==> config.mk <==
export PLATFORM = sky130hd
export DESIGN_NAME = lwenc_front
export DESIGN_NICKNAME = d
export VERILOG_FILES = /design/src/design/lwenc_pkg.sv /design/src/design/lwenc_front.sv
export SDC_FILE = /design/constraint.sdc
export NUM_CORES = 1
export LEC_CHECK = 0
export ABC_AREA = 1
export BUFFER_PORTS_ARGS = -buffer_cell sky130_fd_sc_hd__clkbuf_2
export CORE_ASPECT_RATIO = 1.1
export CORE_UTILIZATION = 50
export DETAILED_ROUTE_END_ITERATION = 7
export PLACE_DENSITY = 0.76
export REMOVE_ABC_BUFFERS = 1
export SLEW_MARGIN = 30
export SYNTH_ARGS = -nofsm -noshare
export SYNTH_HDL_FRONTEND = slang
export SYNTH_SLANG_ARGS = --single-unit
==> constraint.sdc <==
create_clock -name clock -period 4.5 [get_ports clock]
set_input_delay 0.225 -clock clock [delete_from_list [all_inputs] [get_ports clock]]
set_output_delay 0.225 -clock clock [all_outputs]
set_load 0.02 [all_outputs]
==> src/design/lwenc_pkg.sv <==
// lwenc_pkg: shared types, constants and aes helper functions
// used by the front, the aes core and the back of the uplink encryptor
package lwenc_pkg;

   localparam int unsigned CSR_IDX_W = 3;
   localparam int unsigned CSR_DAT_W = 64;

   typedef enum logic [CSR_IDX_W-1:0] {
      CSR_DEV_ADDRESS = 3'd0,
      CSR_APP_KEY_HI  = 3'd1,
      CSR_APP_KEY_LO  = 3'd2,
      CSR_NET_KEY_HI  = 3'd3,
      CSR_NET_KEY_LO  = 3'd4
   } csr_index_type;

   localparam logic [7:0] MHDR_UP     = 8'h40;
   localparam logic [7:0] FCTRL_UP    = 8'h80;
   localparam logic [7:0] FPORT_UP    = 8'h01;
   localparam logic [7:0] B0_TAG      = 8'h49;
   localparam logic [7:0] A_TAG       = 8'h01;
   localparam logic [7:0] PAD_BYTE    = 8'h80;
   localparam logic [7:0] HDR_BYTES   = 8'd9;

   typedef struct packed {
      logic [7:0] payload_byte;
      logic [7:0] payload_length;
   } item_type;

   localparam logic [7:0] SBOX [256] = '{
      8'h63,8'h7c,8'h77,8'h7b,8'hf2,8'h6b,8'h6f,8'hc5,8'h30,8'h01,8'h67,8'h2b,8'hfe,8'hd7,8'hab,8'h76,
      8'hca,8'h82,8'hc9,8'h7d,8'hfa,8'h59,8'h47,8'hf0,8'had,8'hd4,8'ha2,8'haf,8'h9c,8'ha4,8'h72,8'hc0,
      8'hb7,8'hfd,8'h93,8'h26,8'h36,8'h3f,8'hf7,8'hcc,8'h34,8'ha5,8'he5,8'hf1,8'h71,8'hd8,8'h31,8'h15,
      8'h04,8'hc7,8'h23,8'hc3,8'h18,8'h96,8'h05,8'h9a,8'h07,8'h12,8'h80,8'he2,8'heb,8'h27,8'hb2,8'h75,
      8'h09,8'h83,8'h2c,8'h1a,8'h1b,8'h6e,8'h5a,8'ha0,8'h52,8'h3b,8'hd6,8'hb3,8'h29,8'he3,8'h2f,8'h84,
      8'h53,8'hd1,8'h00,8'hed,8'h20,8'hfc,8'hb1,8'h5b,8'h6a,8'hcb,8'hbe,8'h39,8'h4a,8'h4c,8'h58,8'hcf,
      8'hd0,8'hef,8'haa,8'hfb,8'h43,8'h4d,8'h33,8'h85,8'h45,8'hf9,8'h02,8'h7f,8'h50,8'h3c,8'h9f,8'ha8,
      8'h51,8'ha3,8'h40,8'h8f,8'h92,8'h9d,8'h38,8'hf5,8'hbc,8'hb6,8'hda,8'h21,8'h10,8'hff,8'hf3,8'hd2,
      8'hcd,8'h0c,8'h13,8'hec,8'h5f,8'h97,8'h44,8'h17,8'hc4,8'ha7,8'h7e,8'h3d,8'h64,8'h5d,8'h19,8'h73,
      8'h60,8'h81,8'h4f,8'hdc,8'h22,8'h2a,8'h90,8'h88,8'h46,8'hee,8'hb8,8'h14,8'hde,8'h5e,8'h0b,8'hdb,
      8'he0,8'h32,8'h3a,8'h0a,8'h49,8'h06,8'h24,8'h5c,8'hc2,8'hd3,8'hac,8'h62,8'h91,8'h95,8'he4,8'h79,
      8'he7,8'hc8,8'h37,8'h6d,8'h8d,8'hd5,8'h4e,8'ha9,8'h6c,8'h56,8'hf4,8'hea,8'h65,8'h7a,8'hae,8'h08,
      8'hba,8'h78,8'h25,8'h2e,8'h1c,8'ha6,8'hb4,8'hc6,8'he8,8'hdd,8'h74,8'h1f,8'h4b,8'hbd,8'h8b,8'h8a,
      8'h70,8'h3e,8'hb5,8'h66,8'h48,8'h03,8'hf6,8'h0e,8'h61,8'h35,8'h57,8'hb9,8'h86,8'hc1,8'h1d,8'h9e,
      8'he1,8'hf8,8'h98,8'h11,8'h69,8'hd9,8'h8e,8'h94,8'h9b,8'h1e,8'h87,8'he9,8'hce,8'h55,8'h28,8'hdf,
      8'h8c,8'ha1,8'h89,8'h0d,8'hbf,8'he6,8'h42,8'h68,8'h41,8'h99,8'h2d,8'h0f,8'hb0,8'h54,8'hbb,8'h16
   };

   function automatic logic [7:0] xt(input logic [7:0] v);
      return {v[6:0], 1'b0} ^ (v[7] ? 8'h1b : 8'h00);
   endfunction

   // byte 0 sits in the top bits
   function automatic logic [7:0] byte_at(input logic [127:0] b, input logic [3:0] i);
      return b[7'd127 - {i, 3'b000} -: 8];
   endfunction

   function automatic logic [127:0] byte_mask(input logic [7:0] v, input logic [3:0] i);
      return {v, 120'b0} >> {i, 3'b000};
   endfunction

   function automatic logic [127:0] dbl(input logic [127:0] b);
      return {b[126:0], 1'b0} ^ (b[127] ? 128'h87 : 128'h0);
   endfunction

   function automatic logic [127:0] next_rk(input logic [127:0] rk, input logic [7:0] rcon);
      logic [31:0] tmp;
      logic [31:0] w0, w1, w2, w3;
      tmp = {SBOX[rk[23:16]] ^ rcon, SBOX[rk[15:8]], SBOX[rk[7:0]], SBOX[rk[31:24]]};
      w0  = rk[127:96] ^ tmp;
      w1  = rk[95:64] ^ w0;
      w2  = rk[63:32] ^ w1;
      w3  = rk[31:0] ^ w2;
      return {w0, w1, w2, w3};
   endfunction

   function automatic logic [127:0] aes_round(input logic [127:0] s, input logic last_rnd);
      logic [7:0]   sb [16];
      logic [7:0]   t  [16];
      logic [127:0] r;
      logic [7:0]   a0, a1, a2, a3, al;
      for (int i = 0; i < 16; i++) sb[i] = SBOX[byte_at(s, 4'(i))];
      for (int c = 0; c < 4; c++)
         for (int i = 0; i < 4; i++) t[i + 4*c] = sb[i + 4*((c + i) % 4)];
      r = '0;
      for (int c = 0; c < 4; c++) begin
         a0 = t[4*c]; a1 = t[4*c+1]; a2 = t[4*c+2]; a3 = t[4*c+3];
         al = a0 ^ a1 ^ a2 ^ a3;
         if (!last_rnd) begin
            a0 = t[4*c] ^ al ^ xt(t[4*c] ^ t[4*c+1]);
            a1 = t[4*c+1] ^ al ^ xt(t[4*c+1] ^ t[4*c+2]);
            a2 = t[4*c+2] ^ al ^ xt(t[4*c+2] ^ t[4*c+3]);
            a3 = t[4*c+3] ^ al ^ xt(t[4*c+3] ^ t[4*c]);
         end
         r[127 - 32*c -: 32] = {a0, a1, a2, a3};
      end
      return r;
   endfunction

endpackage

==> src/design/lwenc_front.sv <==
// lwenc_front: input stage, a two-word queue of payload words
// depends on lwenc_pkg
module lwenc_front (
   input  logic                clock,
   input  logic                reset,
   input  logic                req_tvalid,
   output logic                req_tready,
   input  lwenc_pkg::item_type req_item,
   output logic                q_valid,
   output lwenc_pkg::item_type q_item,
   input  logic                q_pop
);
   import lwenc_pkg::*;

   item_type   mem_ff [2];
   logic       wptr_ff, wptr_in, rptr_ff, rptr_in;
   logic [1:0] cnt_ff, cnt_in;
   logic       push;

   assign req_tready = (cnt_ff != 2'd2);
   assign push       = req_tvalid && req_tready;
   assign q_valid    = (cnt_ff != 2'd0);
   assign q_item     = mem_ff[rptr_ff];

   always_comb begin
      wptr_in = wptr_ff ^ push;
      rptr_in = rptr_ff ^ (q_pop && q_valid);
      cnt_in  = cnt_ff + 2'(push) - 2'(q_pop && q_valid);
   end

   always_ff @(posedge clock) begin
      if (reset) begin
         wptr_ff <= 1'b0;
         rptr_ff <= 1'b0;
         cnt_ff  <= 2'd0;
      end else begin
         wptr_ff <= wptr_in;
         rptr_ff <= rptr_in;
         cnt_ff  <= cnt_in;
      end
   end

   always_ff @(posedge clock) begin
      if (push) mem_ff[wptr_ff] <= req_item;
   end

   a_cnt_bound: assert property (@(posedge clock) disable iff (reset) cnt_ff <= 2'd2)
      else $error("queue count overflow");
   a_no_pop_empty: assert property (@(posedge clock) disable iff (reset)
      (cnt_ff == 2'd0) |=> (cnt_ff <= 2'd1)) else $error("pop from empty queue");
   a_push_full: assert property (@(posedge clock) disable iff (reset)
      (cnt_ff == 2'd2 && !q_pop) |=> (cnt_ff == 2'd2)) else $error("push into full queue");
endmodule

==> impl_metrics.json <==
{
  "synth_cell_types": 18,
  "clkLatencyLatePin_ns": 0.33,
  "drt_wl_total_mm": 2.22,
  "crit_required_ns": 4.28,
  "die_y_um": 57.8,
  "min_path_type": "in2reg",
  "ys.warnings.count": 0,
  "criticalPathCategory": "reg2out",
  "rows": 19,
  "io_buffers": 37,
  "cp_slowest_stage_delay_ns": 0.70,
  "cts_setup_buffers": 0,
  "power.leakage_nw": 0.755,
  "vias_per_cell": 4.65,
  "drive_above_1_share_pct": 31.9,
  "netlist_instances": 117,
  "rr_endpoint": "mem_ff[1][0]",
  "drt_pass1_iterations": 4,
  "grt_max_degree": 19,
  "hpwl_mm": 1.58,
  "synth.most_common_cell": "nand2_1",
  "cp-endpoint": "q_item[5]",
  "hold_violations": 0,
  "synth.top_cell.area_share_pct": 67.8,
  "syn-mean-instance-area_um2": 12.1,
  "io_pins": 38,
  "outcome": "complete, no violations",
  "path_clk_slew_ns": 0.10,
  "initial_core_util_pct": 54.7,
  "grt_pass1_wl_mm": 3.53,
  "tritoncts": "done",
  "path_max_fanout": 18,
  "reg2reg_setup_slack_ns": 2.71,
  "fp.dieArea_mm2": 0.00305,
  "min_period_over_period_pct": 41.8,
  "overflow": 0,
  "place.gp.congestion": 0.675,
  "cts_buffers": 5,
  "synthesis.area_mm2": 0.00142,
  "synth_ff_type": "edfxtp_1",
  "setup_viol": 0,
  "synth.top_cells.by_count": "nand2_1 (52), edfxtp_1 (32), inv_1 (9), nor2_1 (5), dfxtp_1 (4)",
  "ir_worst_vdd_uv": 501,
  "die_w_um": 52.8,
  "first_iter_violations": 17,
  "cp_num_buf_inv": 2,
  "cts-root-buf": "clkbuf_4",
  "p_total_mw": 0.985,
  "syn_to_final_growth_pct": 18.5,
  "grtUsageTotal_pct": 17.0,
  "r2r_start": "cnt_ff[0]",
  "final_antenna_net_count": 0,
  "synth_seq_cells": 36,
  "drc": 0,
  "slowest_stage": "dfxtp_1",
  "path_delay_family": "flip-flops",
  "core_area_mm2": 0.00259,
  "vias": 889,
  "synthArstFlopShare_pct": 0,
  "tightestPinTransition_ns": 0.795,
  "fmax_ghz": 0.531,
  "cts.path.max_buffers": 2,
  "n_antenna_cell": 0,
  "powerDensity_mw_per_mm2": 586,
  "drv_cap": 0,
  "wire_per_inst_um": 11.6,
  "rr_worst_depth": 5,
  "fill_cells": 208,
  "setup_tns_ns": 0,
  "synth_edf_count": 32,
  "start_kind": "flip-flop",
  "grt_pass1_vias": 855,
  "crit_top_cell": "nand2_1",
  "holdCritStartpoint": "reset",
  "end_kind": "primary output",
  "rsz0062_at_grt": "false",
  "path_cells": "inv_2 -> nand2_1 -> nand2_1 -> clkbuf_2",
  "fin_util_pct": 64.8,
  "critical_path_depth": 4,
  "h-tree-depth": 2,
  "critPathLaunch": "rptr_ff",
  "finalMaxSlewViolations": 0,
  "cts_resized": 0,
  "synth.yosys.seq_area_share_pct": 73.4,
  "synth_area_leaders": "edfxtp_1 (68%), nand2_1 (14%), dfxtp_1 (5.6%)",
  "max_slew_margin_pct": 46.8,
  "synth_top_cell_by_area": "edfxtp_1",
  "critical_path_arrival_ns": 1.66,
  "cts_hold_buf": 0,
  "nNetsFinal": 181,
  "finalClockSkew_ns": 0.00529,
  "cts.sinks": 36,
  "antenna_found_initial": 0,
  "fin_crit_ns": 1.88
}
through the flow:
stage / cells / hold slack, ns / worst slack, ns / instance area (um^2)
after floorplan: 114 / 0.292 / 2.78 / 1390
after global placement: 183 / 0.417 / 2.79 / 1620
after detailed placement: 183 / 0.419 / 2.74 / 1620
after CTS: 191 / 0.0536 / 2.58 / 1680
after global routing: 191 / 0.0578 / 2.44 / 1680
final: 191 / 0.0719 / 2.62 / 1680
cell families after synthesis:
| kind of cell | count (synthesis) | share of synthesized area (%) |
|---|---|---|
| simple gates | 63 | 18.6 |
| flops | 36 | 73.4 |
| buf+inv | 13 | 4.59 |
| compound gates | 2 | 0.971 |
| fa+ha+maj | 2 | 1.76 |
| xor+xnor | 1 | 0.618 |
registers in the layout (all words and copies together) (netlist names):
signal   count
cnt_ff       2
mem_ff      32
rptr_ff      1
wptr_ff      1
worst reg2reg max path, delay by kind of cell (launching register included):
family | cells | cell delay [ns]
flops | 1 | 0.38
buf+inv | 2 | 0.36
simple gates | 3 | 0.76
worst min path at each step:
stage / end / slack, ns / cells past startpoint
2_1_floorplan: wptr_ff / 0.29 / 1
3_3_place_gp: wptr_ff / 0.42 / 2
3_5_place_dp: mem_ff[0][7] / 0.42 / 1
4_1_cts: wptr_ff / 0.05 / 2
5_1_grt: mem_ff[0][5] / 0.06 / 1
6_report: wptr_ff / 0.07 / 2
where the power goes:
| part | switching, mW | internal (mW) |
|---|---|---|
| sequential | 0.0331 | 0.436 |
| clock | 0.0943 | 0.0771 |
| combinational | 0.236 | 0.109 |
cell type report:
class | instances | area, um^2 | share of cell area [%]
Timing Repair Buffer | 38 | 193 | 11.5
Inverter | 10 | 37.5 | 2.23
Multi-Input combinational cell | 68 | 312 | 18.5
Tap cell | 31 | 38.8 | 2.31
Clock buffer | 8 | 58.8 | 3.50
Sequential cell | 36 | 1040 | 62.0
per-layer routing:
layer  GRT usage (%)  share of wire [%]  vias up  wire length [um]
met5               0                  0        -                 0
li1                -                  -      461                 -
met2            27.7                 48       28              1060
met4            7.89                2.4        0                53
met1            18.8                 43      394               954
met3            7.87                6.5        6               145
layout by cell type, fill, tap and decap left out:
master | netlist | layout
buf_4 | 0 | 1
clkbuf_2 | 0 | 37
nor2_4 | 1 | 1
inv_1 | 9 | 9
clkbuf_4 | 0 | 5
xnor2_1 | 1 | 1
nor2_1 | 5 | 5
o21ai_1 | 1 | 1
nor2_2 | 1 | 1
ha_1 | 2 | 2
nand2_2 | 1 | 1
edfxtp_1 | 32 | 32
clkbuf_1 | 0 | 2
clkbuf_8 | 0 | 1
dfxtp_1 | 4 | 4
inv_2 | 1 | 1
a21oi_2 | 1 | 1
nand3_2 | 1 | 1
nand2_4 | 1 | 1
nand2_1 | 52 | 52
nor3_1 | 1 | 1
Power figures use the tool's default switching activity.
